===== src/mqttp_pkg.sv =====
// Shared types, codes and the property table of the MQTT 5 property parser.
// No dependencies; used by every module of the block.
package mqttp_pkg;

	localparam logic [2:0] KIND_BYTE    = 3'd0;
	localparam logic [2:0] KIND_TWO     = 3'd1;
	localparam logic [2:0] KIND_FOUR    = 3'd2;
	localparam logic [2:0] KIND_VARINT  = 3'd3;
	localparam logic [2:0] KIND_STRING  = 3'd4;
	localparam logic [2:0] KIND_PAIR    = 3'd5;
	localparam logic [2:0] KIND_BINARY  = 3'd6;
	localparam logic [2:0] KIND_UNKNOWN = 3'd7;

	localparam logic [2:0] ST_OK        = 3'd0;
	localparam logic [2:0] ST_UNKNOWN   = 3'd1;
	localparam logic [2:0] ST_TRUNC     = 3'd2;
	localparam logic [2:0] ST_TOO_LONG  = 3'd3;
	localparam logic [2:0] ST_MALFORMED = 3'd4;

	localparam logic [7:0] VB_CONT = 8'h80;
	localparam logic [7:0] VB_DATA = 8'h7F;

	typedef struct packed {
		logic        is_property;
		logic [6:0]  property_id;
		logic [2:0]  value_kind;
		logic [31:0] value;
		logic [15:0] second_length;
		logic        is_end;
		logic [2:0]  status;
		logic        last_result;
	} res_t;

	function automatic logic [2:0] kind_of(input logic [6:0] id);
		logic [2:0] k;
		begin
			case (id)
				7'h01, 7'h17, 7'h19, 7'h24, 7'h25, 7'h28, 7'h29, 7'h2A: k = KIND_BYTE;
				7'h13, 7'h21, 7'h22, 7'h23:                             k = KIND_TWO;
				7'h02, 7'h11, 7'h18, 7'h27:                             k = KIND_FOUR;
				7'h0B:                                                  k = KIND_VARINT;
				7'h03, 7'h08, 7'h12, 7'h15, 7'h1A, 7'h1C, 7'h1F:        k = KIND_STRING;
				7'h26:                                                  k = KIND_PAIR;
				7'h09, 7'h16:                                           k = KIND_BINARY;
				default:                                                k = KIND_UNKNOWN;
			endcase
			kind_of = k;
		end
	endfunction

endpackage


===== src/mqtt5_property_stream_parser_top.sv =====
// Top level of the MQTT 5 property stream parser.
// Depends on mqttp_pkg, mqttp_step and mqttp_out_fifo.
//
// Takes one property-area byte per beat and reports each completed property
// (identifier, value kind, big-endian value or string/binary lengths) plus an
// end-of-area status beat on the byte flagged last_byte. Payload bytes of
// strings and binary data are skipped; the first error is sticky until the
// end of the area. Timing: a byte is registered on acceptance and parsed from
// that register by a single step of combinational logic once the queue has
// room for two results; its results land in a four-entry queue and leave from
// its head. One byte per cycle is sustained; a byte yields zero, one or two
// result beats, and the parse stage waits only when the queue has fewer than
// two free slots, so throughput is one byte per cycle as long as results are
// drained at least as fast as they appear. max_string_length may be written
// at any time the block is idle; cfg_ready is always high.
module mqtt5_property_stream_parser_top (
	input  logic        clk,
	input  logic        arst_n,
	// input byte channel
	input  logic        in_valid,
	output logic        in_stall,
	input  logic [7:0]  data_byte,
	input  logic        last_byte,
	// result channel
	output logic        out_valid,
	input  logic        out_stall,
	output logic        is_property,
	output logic [6:0]  property_id,
	output logic [2:0]  value_kind,
	output logic [31:0] value,
	output logic [15:0] second_length,
	output logic        is_end,
	output logic [2:0]  status,
	output logic        last_result,
	// configuration write
	input  logic        cfg_valid,
	output logic        cfg_ready,
	input  logic [15:0] max_string_length
);
	import mqttp_pkg::*;

	logic        valid_s1;
	logic [7:0]  byte_s1;
	logic        last_s1;
	logic [15:0] max_len_q;
	logic        room2;
	logic        fire;
	res_t        r0;
	res_t        r1;
	logic [1:0]  n_res;
	logic [1:0]  push_n;
	res_t        head;
	logic        pop;

	// the register port never back-pressures
	assign cfg_ready = 1'b1;

	always_ff @(posedge clk or negedge arst_n) begin
		if (!arst_n) begin
			max_len_q <= 16'hFFFF;
		end else if (cfg_valid && cfg_ready) begin
			max_len_q <= max_string_length;
		end
	end

	// input register: refills in the same cycle the held byte is parsed
	assign fire     = valid_s1 && room2;
	assign in_stall = valid_s1 && !room2;

	always_ff @(posedge clk or negedge arst_n) begin
		if (!arst_n) begin
			valid_s1 <= 1'b0;
		end else if (!in_stall) begin
			valid_s1 <= in_valid;
		end
	end

	always_ff @(posedge clk) begin
		if (in_valid && !in_stall) begin
			byte_s1 <= data_byte;
			last_s1 <= last_byte;
		end
	end

	mqttp_step u_step (
		.clk     (clk),
		.arst_n  (arst_n),
		.fire    (fire),
		.byte_in (byte_s1),
		.last_in (last_s1),
		.max_len (max_len_q),
		.r0      (r0),
		.r1      (r1),
		.n_res   (n_res)
	);

	assign push_n = fire ? n_res : 2'd0;
	assign pop    = out_valid && !out_stall;

	mqttp_out_fifo u_fifo (
		.clk       (clk),
		.arst_n    (arst_n),
		.push_n    (push_n),
		.push0     (r0),
		.push1     (r1),
		.pop       (pop),
		.head      (head),
		.not_empty (out_valid),
		.room2     (room2)
	);

	assign is_property   = head.is_property;
	assign property_id   = head.property_id;
	assign value_kind    = head.value_kind;
	assign value         = head.value;
	assign second_length = head.second_length;
	assign is_end        = head.is_end;
	assign status        = head.status;
	assign last_result   = head.last_result;

endmodule


===== src/mqttp_step.sv =====
// Per-byte parse step: parser state registers and the next-state / result logic.
// Depends on mqttp_pkg. Produces up to two results per consumed byte.
module mqttp_step (
	input  logic              clk,
	input  logic              arst_n,
	input  logic              fire,
	input  logic [7:0]        byte_in,
	input  logic              last_in,
	input  logic [15:0]       max_len,
	output mqttp_pkg::res_t   r0,
	output mqttp_pkg::res_t   r1,
	output logic [1:0]        n_res
);
	import mqttp_pkg::*;

	localparam logic [2:0] PH_ID      = 3'd0;
	localparam logic [2:0] PH_FIXED   = 3'd1;
	localparam logic [2:0] PH_VARINT  = 3'd2;
	localparam logic [2:0] PH_LEN_HI  = 3'd3;
	localparam logic [2:0] PH_LEN_LO  = 3'd4;
	localparam logic [2:0] PH_PAYLOAD = 3'd5;

	logic [2:0]  phase_q, phase_d;
	logic [6:0]  id_q, id_d;
	logic [31:0] acc_q, acc_d;
	logic [15:0] rem_q, rem_d;
	logic [1:0]  vcnt_q, vcnt_d;
	logic [15:0] flen_q, flen_d;
	logic        half_q, half_d;
	logic [2:0]  err_q, err_d;

	always_comb begin
		logic [31:0] vb_part;
		logic [31:0] id_full;
		logic [2:0]  k;
		logic [15:0] len;
		logic        fin;
		logic        pv;
		logic [2:0]  p_kind;
		logic [31:0] p_val;
		logic [15:0] p_len2;
		logic [2:0]  st;
		res_t        pres;
		res_t        eres;

		phase_d = phase_q;
		id_d    = id_q;
		acc_d   = acc_q;
		rem_d   = rem_q;
		vcnt_d  = vcnt_q;
		flen_d  = flen_q;
		half_d  = half_q;
		err_d   = err_q;
		fin     = 1'b0;
		pv      = 1'b0;
		p_kind  = KIND_BYTE;
		p_val   = '0;
		p_len2  = '0;
		id_full = '0;
		k       = KIND_UNKNOWN;
		len     = '0;
		st      = ST_OK;

		// 7-bit group of a variable byte integer placed at its position
		case (vcnt_q)
			2'd0:    vb_part = {25'd0, byte_in[6:0]};
			2'd1:    vb_part = {18'd0, byte_in[6:0], 7'd0};
			2'd2:    vb_part = {11'd0, byte_in[6:0], 14'd0};
			default: vb_part = {4'd0, byte_in[6:0], 21'd0};
		endcase

		if (err_q == ST_OK) begin
			case (phase_q)
				PH_ID: begin
					acc_d = acc_q | vb_part;
					if ((byte_in & VB_CONT) == 8'd0) begin
						vcnt_d  = '0;
						id_full = acc_d;
						acc_d   = '0;
						k = (id_full > 32'd127) ? KIND_UNKNOWN : kind_of(id_full[6:0]);
						if (k == KIND_UNKNOWN) begin
							err_d = ST_UNKNOWN;
						end else begin
							id_d   = id_full[6:0];
							half_d = 1'b0;
							case (k)
								KIND_BYTE: begin
									rem_d   = 16'd1;
									phase_d = PH_FIXED;
								end
								KIND_TWO: begin
									rem_d   = 16'd2;
									phase_d = PH_FIXED;
								end
								KIND_FOUR: begin
									rem_d   = 16'd4;
									phase_d = PH_FIXED;
								end
								KIND_VARINT: phase_d = PH_VARINT;
								default:     phase_d = PH_LEN_HI;
							endcase
						end
					end else if (vcnt_q == 2'd3) begin
						err_d = ST_MALFORMED;
					end else begin
						vcnt_d = vcnt_q + 2'd1;
					end
				end
				PH_FIXED: begin
					acc_d = {acc_q[23:0], byte_in};
					rem_d = rem_q - 16'd1;
					if (rem_d == 16'd0) begin
						pv      = 1'b1;
						p_kind  = kind_of(id_q);
						p_val   = acc_d;
						phase_d = PH_ID;
						acc_d   = '0;
					end
				end
				PH_VARINT: begin
					acc_d = acc_q | vb_part;
					if ((byte_in & VB_CONT) == 8'd0) begin
						vcnt_d  = '0;
						pv      = 1'b1;
						p_kind  = KIND_VARINT;
						p_val   = acc_d;
						phase_d = PH_ID;
						acc_d   = '0;
					end else if (vcnt_q == 2'd3) begin
						err_d = ST_MALFORMED;
					end else begin
						vcnt_d = vcnt_q + 2'd1;
					end
				end
				PH_LEN_HI: begin
					acc_d   = {24'd0, byte_in};
					phase_d = PH_LEN_LO;
				end
				PH_LEN_LO: begin
					len = {acc_q[7:0], byte_in};
					k   = kind_of(id_q);
					if (k != KIND_BINARY && len > max_len) begin
						err_d = ST_TOO_LONG;
					end else begin
						acc_d = {16'd0, len};
						rem_d = len;
						if (len == 16'd0) begin
							fin = 1'b1;
						end else begin
							phase_d = PH_PAYLOAD;
						end
					end
				end
				PH_PAYLOAD: begin
					rem_d = rem_q - 16'd1;
					if (rem_d == 16'd0) begin
						fin = 1'b1;
					end
				end
				default: phase_d = PH_ID;
			endcase
		end

		// string / binary complete, or first half of a pair done
		if (fin) begin
			k = kind_of(id_q);
			if (k == KIND_PAIR && !half_q) begin
				flen_d  = acc_d[15:0];
				half_d  = 1'b1;
				phase_d = PH_LEN_HI;
			end else begin
				pv     = 1'b1;
				p_kind = k;
				if (k == KIND_PAIR) begin
					p_val  = {16'd0, flen_q};
					p_len2 = acc_d[15:0];
				end else begin
					p_val  = {16'd0, acc_d[15:0]};
				end
				phase_d = PH_ID;
				acc_d   = '0;
				rem_d   = '0;
				flen_d  = '0;
				half_d  = 1'b0;
			end
		end

		pres               = '0;
		pres.is_property   = 1'b1;
		pres.property_id   = id_d;
		pres.value_kind    = p_kind;
		pres.value         = p_val;
		pres.second_length = p_len2;
		pres.last_result   = !last_in;

		st = err_d;
		if (err_d == ST_OK && (phase_d != PH_ID || vcnt_d != 2'd0)) begin
			st = ST_TRUNC;
		end
		eres             = '0;
		eres.is_end      = 1'b1;
		eres.status      = st;
		eres.last_result = 1'b1;

		r0    = '0;
		r1    = '0;
		n_res = 2'd0;
		if (pv) begin
			r0    = pres;
			n_res = 2'd1;
			if (last_in) begin
				r1    = eres;
				n_res = 2'd2;
			end
		end else if (last_in) begin
			r0    = eres;
			n_res = 2'd1;
		end

		if (last_in) begin
			phase_d = PH_ID;
			id_d    = '0;
			acc_d   = '0;
			rem_d   = '0;
			vcnt_d  = '0;
			flen_d  = '0;
			half_d  = 1'b0;
			err_d   = ST_OK;
		end
	end

	always_ff @(posedge clk or negedge arst_n) begin
		if (!arst_n) begin
			phase_q <= PH_ID;
			id_q    <= '0;
			acc_q   <= '0;
			rem_q   <= '0;
			vcnt_q  <= '0;
			flen_q  <= '0;
			half_q  <= 1'b0;
			err_q   <= ST_OK;
		end else if (fire) begin
			phase_q <= phase_d;
			id_q    <= id_d;
			acc_q   <= acc_d;
			rem_q   <= rem_d;
			vcnt_q  <= vcnt_d;
			flen_q  <= flen_d;
			half_q  <= half_d;
			err_q   <= err_d;
		end
	end

endmodule


===== src/mqttp_out_fifo.sv =====
// Four-entry result queue: takes up to two results per cycle, hands out one.
// Depends on mqttp_pkg for the result type.
module mqttp_out_fifo (
	input  logic              clk,
	input  logic              arst_n,
	input  logic [1:0]        push_n,
	input  mqttp_pkg::res_t   push0,
	input  mqttp_pkg::res_t   push1,
	input  logic              pop,
	output mqttp_pkg::res_t   head,
	output logic              not_empty,
	output logic              room2
);
	import mqttp_pkg::*;

	localparam int DEPTH = 4;
	localparam int AW    = $clog2(DEPTH);

	res_t          mem_q [DEPTH];
	logic [AW-1:0] wr_q;
	logic [AW-1:0] rd_q;
	logic [AW:0]   cnt_q;
	logic [AW-1:0] wr_nx;

	assign wr_nx     = wr_q + AW'(1);
	assign head      = mem_q[rd_q];
	assign not_empty = cnt_q != '0;
	assign room2     = cnt_q <= (AW+1)'(DEPTH - 2);

	always_ff @(posedge clk) begin
		if (push_n != 2'd0) begin
			mem_q[wr_q] <= push0;
		end
		if (push_n == 2'd2) begin
			mem_q[wr_nx] <= push1;
		end
	end

	always_ff @(posedge clk or negedge arst_n) begin
		if (!arst_n) begin
			wr_q  <= '0;
			rd_q  <= '0;
			cnt_q <= '0;
		end else begin
			wr_q  <= wr_q + AW'(push_n);
			rd_q  <= rd_q + AW'(pop);
			cnt_q <= cnt_q + (AW+1)'(push_n) - (AW+1)'(pop);
		end
	end

endmodule


===== config.mk =====
export PLATFORM = sky130hd
export DESIGN_NAME = mqtt5_property_stream_parser_top
export DESIGN_NICKNAME = d
export VERILOG_FILES = /design/src/mqttp_pkg.sv /design/src/mqtt5_property_stream_parser_top.sv /design/src/mqttp_step.sv /design/src/mqttp_out_fifo.sv
export SDC_FILE = /design/constraint.sdc
export NUM_CORES = 1
export LEC_CHECK = 0
export ABC_AREA = 0
export BUFFER_PORTS_ARGS = -buffer_cell sky130_fd_sc_hd__clkbuf_2
export CAP_MARGIN = 20
export CORE_ASPECT_RATIO = 0.5
export CORE_UTILIZATION = 61
export DETAILED_ROUTE_END_ITERATION = 7
export PLACE_DENSITY = 0.86
export RECOVER_POWER = 50
export SYNTH_ARGS = -nofsm -noshare
export SYNTH_HDL_FRONTEND = slang
export SYNTH_SLANG_ARGS = --single-unit

===== constraint.sdc =====
create_clock -name clk -period 6.1 [get_ports clk]
set_clock_uncertainty 0.05 [all_clocks]
set_input_delay 0.61 -clock clk [delete_from_list [all_inputs] [get_ports clk]]
set_output_delay 0.61 -clock clk [all_outputs]
set_load 0.03 [all_outputs]

Word-level counts from Yosys, hierarchy flattened
Memory sizes are Yosys's and may differ from the RTL's.
Index checks and enable logic that the tools add are counted.
{"block": "classes", "addsub": 7, "order_cmp": 3, "n_eq_ne": 16, "muxes": 107, "bitwise_logic": 1, "reduce_logical": 34}
{"operator": "$mux W32", "count": 12}
{"operator": "$mux W16", "count": 14}
{"operator": "$mux W64", "count": 2}
{"operator": "$pmux W32 S4", "count": 1}
{"operator": "$mux W3", "count": 32}
{"operator": "$pmux W16 S3", "count": 2}
{"operator": "$pmux W28 S3", "count": 1}
{"operator": "$pmux W32 S2", "count": 1}
{"operator": "$mux W7", "count": 5}
{"operator": "$gt A32 B7 Y1 const B", "count": 1}
{"operator": "$logic_not A16 Y1", "count": 2}
{"operator": "$or A32 B28 Y32", "count": 1}
{"operator": "$mux W1", "count": 20}
{"operator": "$mux W2", "count": 10}
{"operator": "$pmux W3 S6", "count": 1}
{"operator": "$gt A16 B16 Y1", "count": 1}
{"operator": "$sub A16 B1 Y16 const B", "count": 1}
{"operator": "$reduce_bool A3 Y1", "count": 5}
{"operator": "$eq A3 B2 Y1 const B", "count": 4}
{"operator": "$eq A3 B3 Y1 const B", "count": 4}
{"operator": "$logic_not A3 Y1", "count": 4}
{"operator": "$pmux W3 S3", "count": 1}
{"operator": "$logic_not A8 Y1", "count": 1}
{"operator": "$logic_and A1 B1 Y1", "count": 7}
{"operator": "other kinds (22)", "count": 35}
{"block": "word_totals", "ff_bits": 113, "ram_bits": 256, "mem_bits_ro": 768, "input_bits": 30, "mem_count": 5}
{"memory": "u_fifo.mem_q", "words": 4, "word_bits": 64, "read_ports": 1, "rd_clocked_by_memory_dff": 0, "write_ports": 2, "line_no": "mqttp_out_fifo.sv:19", "rtl": "res_t mem_q [DEPTH];"}
{"memory": "(name not given)", "words": 64, "word_bits": 3, "read_ports": 1, "rd_clocked_by_memory_dff": 0, "write_ports": 0, "line_no": "mqttp_pkg.sv:37", "rtl": "case (id)"}
{"memory": "(name not given)", "words": 64, "word_bits": 3, "read_ports": 1, "rd_clocked_by_memory_dff": 0, "write_ports": 0, "line_no": "mqttp_pkg.sv:37"}
{"memory": "(name not given)", "words": 64, "word_bits": 3, "read_ports": 1, "rd_clocked_by_memory_dff": 0, "write_ports": 0, "line_no": "mqttp_pkg.sv:37"}
{"memory": "(name not given)", "words": 64, "word_bits": 3, "read_ports": 1, "rd_clocked_by_memory_dff": 0, "write_ports": 0, "line_no": "mqttp_pkg.sv:37"}

Logic depth before layout (Yosys ltp)
An unclocked memory read counts as a cell.
{"block": "depth", "ltp_word": 23, "ltp_mapped": 23}

Hierarchy
Synthesis repeated with hierarchy kept, for this count alone.
{"block": "unflattened", "cells_unflattened": 1719, "area_unflattened_um2": 21984.8}
{"module": "mqttp_out_fifo", "instances": 1, "cells_each": 657, "area_each_um2": 13210.2, "seq_area_each_um2": 7862.5}
{"module": "mqttp_step", "instances": 1, "cells_each": 1008, "area_each_um2": 7751.2, "seq_area_each_um2": 2001.9}
{"module": "mqtt5_property_stream_parser_top", "instances": 1, "cells_each": 54, "area_each_um2": 1023.5, "seq_area_each_um2": 715.7}

Least setup slack after synthesis
OpenSTA, ideal clock, no wires.
{"block": "synth_timing", "path_type": "register to register", "startpoint": "reg u_step.rem_q[0]", "endpoint": "mem u_fifo.mem_q[3][0] (netlist bit), enable pin", "setup_time_ps": 310, "arrival_time_ps": 4565, "t_required_ps": 5740, "path_slack_ps": 1175, "path_stages_with_launch": 22, "n_path_buf": 6, "path_cell_list": "dfrtp_1 -> clkbuf_1 -> inv_1 -> ha_1 -> or3b_1 -> buf_2 -> o41ai_2 -> nand2_1 -> nor3_1 -> nand3_1 -> a21oi_1 -> nor2_2 -> inv_2 -> buf_2 -> ha_1 -> nand3_1 -> or3b_2 -> clkbuf_1 -> and2_1 -> clkbuf_1 -> clkbuf_1 -> inv_1"}
{"item": "start: declaration", "line_no": "mqttp_step.sv:26", "rtl": "logic [15:0] rem_q, rem_d;"}
{"item": "start signal: assignment", "line_no": "mqttp_step.sv:246", "rtl": "rem_q <= rem_d;"}
{"item": "end: declaration", "line_no": "mqttp_out_fifo.sv:19"}

==> flow_summary.ini <==
[route]
first_pass_iters = 8
drt-total-wl_um = 55400
vias = 16200
via_per_inst = 6.97
post-route-drc-count = 45
dr.first_iter.drc_count = 2632
antenna_left = 0
wl_per_cell_um = 23.8

[cts]
cts_sinks = 369
cts_max_level = 1
clock_path_buffers = 3
cts_resized = 0
path_clk_slew_ns = 0.07
cts_tree = built
cts_buffers = 31
root_buffer = clkbuf_16
clkLatencyLatePin_ns = 0.61
cts_setup_buffers = 0
cts_hold_buffers = 1

[sta]
tightest_slew_ns = 2.15
fmax_mhz = 173
finalCritPeriodShare_pct = 94.7
setup_ws_ns = 0.325
setup_viol = 0
slew_violations = 150
tns_ns = 0
slew_headroom_pct = -43.0
fin_crit_ns = 5.77
timing.final.hold_violations = 0
rsz0062_at_grt = no

[power]
leakagePower_nw = 7.58
peakVddDrop_mv = 0.308
powerDensity_nw_per_um2 = 459

[final_layout]
area_delta_synth_final_pct = 10.3
layout_commonest_cell = nand2_1
diodes = 0
fin_area_sq_um = 19600
final_cells = 2326
drive_gt1_share_pct = 13.3
final_util_pct = 69.6
layout_common_cells = nand2_1 (277), dfxtp_1 (236), o21ai_0 (234), nor2_1 (142), a22o_1 (99)
fillers = 2092
nets = 1985

[global_route]
grt_overflow_total = 0
grt_use_total_pct = 36.8
grt_max_degree = 69
grt_pass1_vias = 14800
antenna_found_initial = 1
grt_pass1_wl_um = 85000

[critical_path]
cp-end-kind = register
worst-path-max-fanout = 38
path_class = reg2reg
path_cells = inv_1 > ha_1 > xor2_1 > mux2i_1 > o221a_2 > or4_1 > nor2_1 > a21oi_1 > nor2_2 > inv_2 > ha_1 > nand2_1 > o21ai_0 > nand3_1 > and2_2 > inv_1
cp_data_required_time_ns = 6.33
cp-start-kind = register
max_stage_delay_ns = 0.82
cp_slowest_cell = and2_2
arrival_ns = 6.00

[outcome]
violations = DRC, capacitance limit, slew limit
status = finished, violations left

[logic_synthesis]
synth_seq_cells = 369
synth_seq_area_share_pct = 46.2
yosys_warnings = 0
synth.net_count = 1956
synth_ff_type = dfxtp_1
synth_edf_count = 29
syn_area_sq_um = 17800
synth.distinct_cells = 79
synthArstFlopShare_pct = 28.2
synth_area_per_cell_sq_um = 9.42
synth_cells = 1890

[placement]
preCtsSetupSlack_ns = 0.513
dp_cells = 2266
port_buffers = 95
dp_hpwl_um = 37100
place.gp.congestion = 1.02
placed_cell_area_sq_um = 18600

[job]
drv_cap = 3

[floorplan]
die_area_sq_um = 29900
die_h_um = 123
initial_core_util_pct = 63.1
coreArea_sq_um = 28200
die_w_um = 244
floorplan.rows = 43
pin_count = 97

[min_path]
hold_class = in2reg
[cell families (layout without fill, tap and decap cells)]
logic type | after synthesis | count (layout) | synth area share (%)
XOR/XNOR | 16 | 16 | 0.787
AO/OA/AOI/OAI | 625 | 625 | 23.2
AND/OR/NAND/NOR | 574 | 574 | 14.2
multiplexers | 75 | 75 | 8.76
buffers and inverters | 194 | 248 | 4.25
other | 1 | 1 | 0.0211
flip-flops | 369 | 369 | 46.2
adder cells (fa/ha/maj) | 36 | 36 | 2.57
[power by group]
group	switching (mW)	internal (mW)	total (mW)
sequential	0.444	2.67	3.11
combinational	2.42	1.23	3.65
clock	0.981	1.27	2.25
total	3.85	5.16	9.01
[through the flow]
stage	hold slack, ns	power, mW
finish	0.128	9.01
global route	0.117	9.37
CTS	0.112	8.87
detailed placement	0.385	6.64
global placement	0.379	6.59
floorplan	0.264	5.60
[worst max-delay path: cells and delay by family (launching register included)]
kind                       cells  cell delay (ns)
DFF                            1             0.47
muxes                          1             0.11
AOI/OAI and AO/OA              3             0.65
and+or+nand+nor                6             2.67
xor gates and xnor gates       1             0.17
adders and majority gates      2             0.64
buffers and inverters          3             0.65
[per-layer routing]
| metal | vias to the layer above | global-route usage (%) | share of wire [%] |
|---|---|---|---|
| met4 | 2 | 12.6 | 4.5 |
| li1 | 6962 | - | - |
| met2 | 1253 | 54.1 | 42 |
| met5 | - | 0 | 0.023 |
| met3 | 276 | 13.7 | 15 |
| met1 | 7718 | 50.1 | 39 |
[sequential cells by signal, indices dropped and copies added, names as in the netlist]
signal          flops
u_fifo.cnt_q        3
u_step.acc_q       32
u_fifo.wr_q         2
last_s1             1
u_step.rem_q       16
u_fifo.mem_q      256
max_len_q          16
u_step.half_q       1
u_fifo.rd_q         2
u_step.err_q        3
byte_s1             8
valid_s1            1
u_step.id_q         7
u_step.vcnt_q       2
u_step.flen_q      16
u_step.phase_q      3
[cell usage after synthesis (7+ instances only)]
master    number  area share (%)
nor2_1       146             3.1
ha_1          35             2.5
clkbuf_1     115             2.4
a22o_1        99             4.9
nor3_1        24            0.67
a221oi_2       8            0.67
edfxtp_1      29             4.9
a31oi_1        7            0.25
o22ai_1       22            0.77
mux4_2        64             8.1
a21oi_1       91             2.6
xnor2_1        7            0.34
a22oi_1       31             1.3
nand4_1        9            0.32
o21ai_1       15            0.42
o211ai_1      10            0.42
a221oi_1      11            0.54
o21ai_0      233             6.6
dfxtp_1      236              27
xor2_1         9            0.44
nand3_1       31            0.87
a21o_1        16            0.67
and2_1        10            0.35
a211oi_1       7            0.30
a221o_1        9            0.51
dfstp_2       16             2.4
nand2_1      276             5.8
dfrtp_1       88              12
buf_1         12            0.25
inv_1         50             1.1
a31o_2         9            0.44
or3_1         12            0.42
or4_1          7            0.30
o31ai_1        7            0.30
nand2b_1       7            0.25
nor4_1        12            0.42
or2_2          9            0.32
buf_2         14            0.39
[layout make-up]
cell class / count / area [sq um] / share of cell area [%]
multi-input combinational: 1327 / 8860 / 45.1
tap: 382 / 478 / 2.43
inverter: 51 / 191 / 0.975
sequential: 369 / 8220 / 41.9
clock inverter: 20 / 319 / 1.63
clock buffer: 38 / 822 / 4.19
timing repair buffer: 139 / 746 / 3.80
[worst paths after layout]
path	startpoint	slack [ns]	cells after the start	endpoint
worst max-delay path	u_step.id_q[1]	0.33	16	u_fifo.mem_q[3][4]
worst min-delay path	data_byte[7]	0.13	1	byte_s1[7]
worst max register to register	u_step.id_q[1]	0.33	16	u_fifo.mem_q[3][4]
worst min register to register	u_fifo.mem_q[2][35]	0.40	2	u_fifo.mem_q[2][35]
max in group asynchronous	arst_n	2.35	3	u_fifo.rd_q[1]
min in group asynchronous	arst_n	1.03	2	u_step.acc_q[4]
Note: power is estimated with default switching activity, not from simulation.
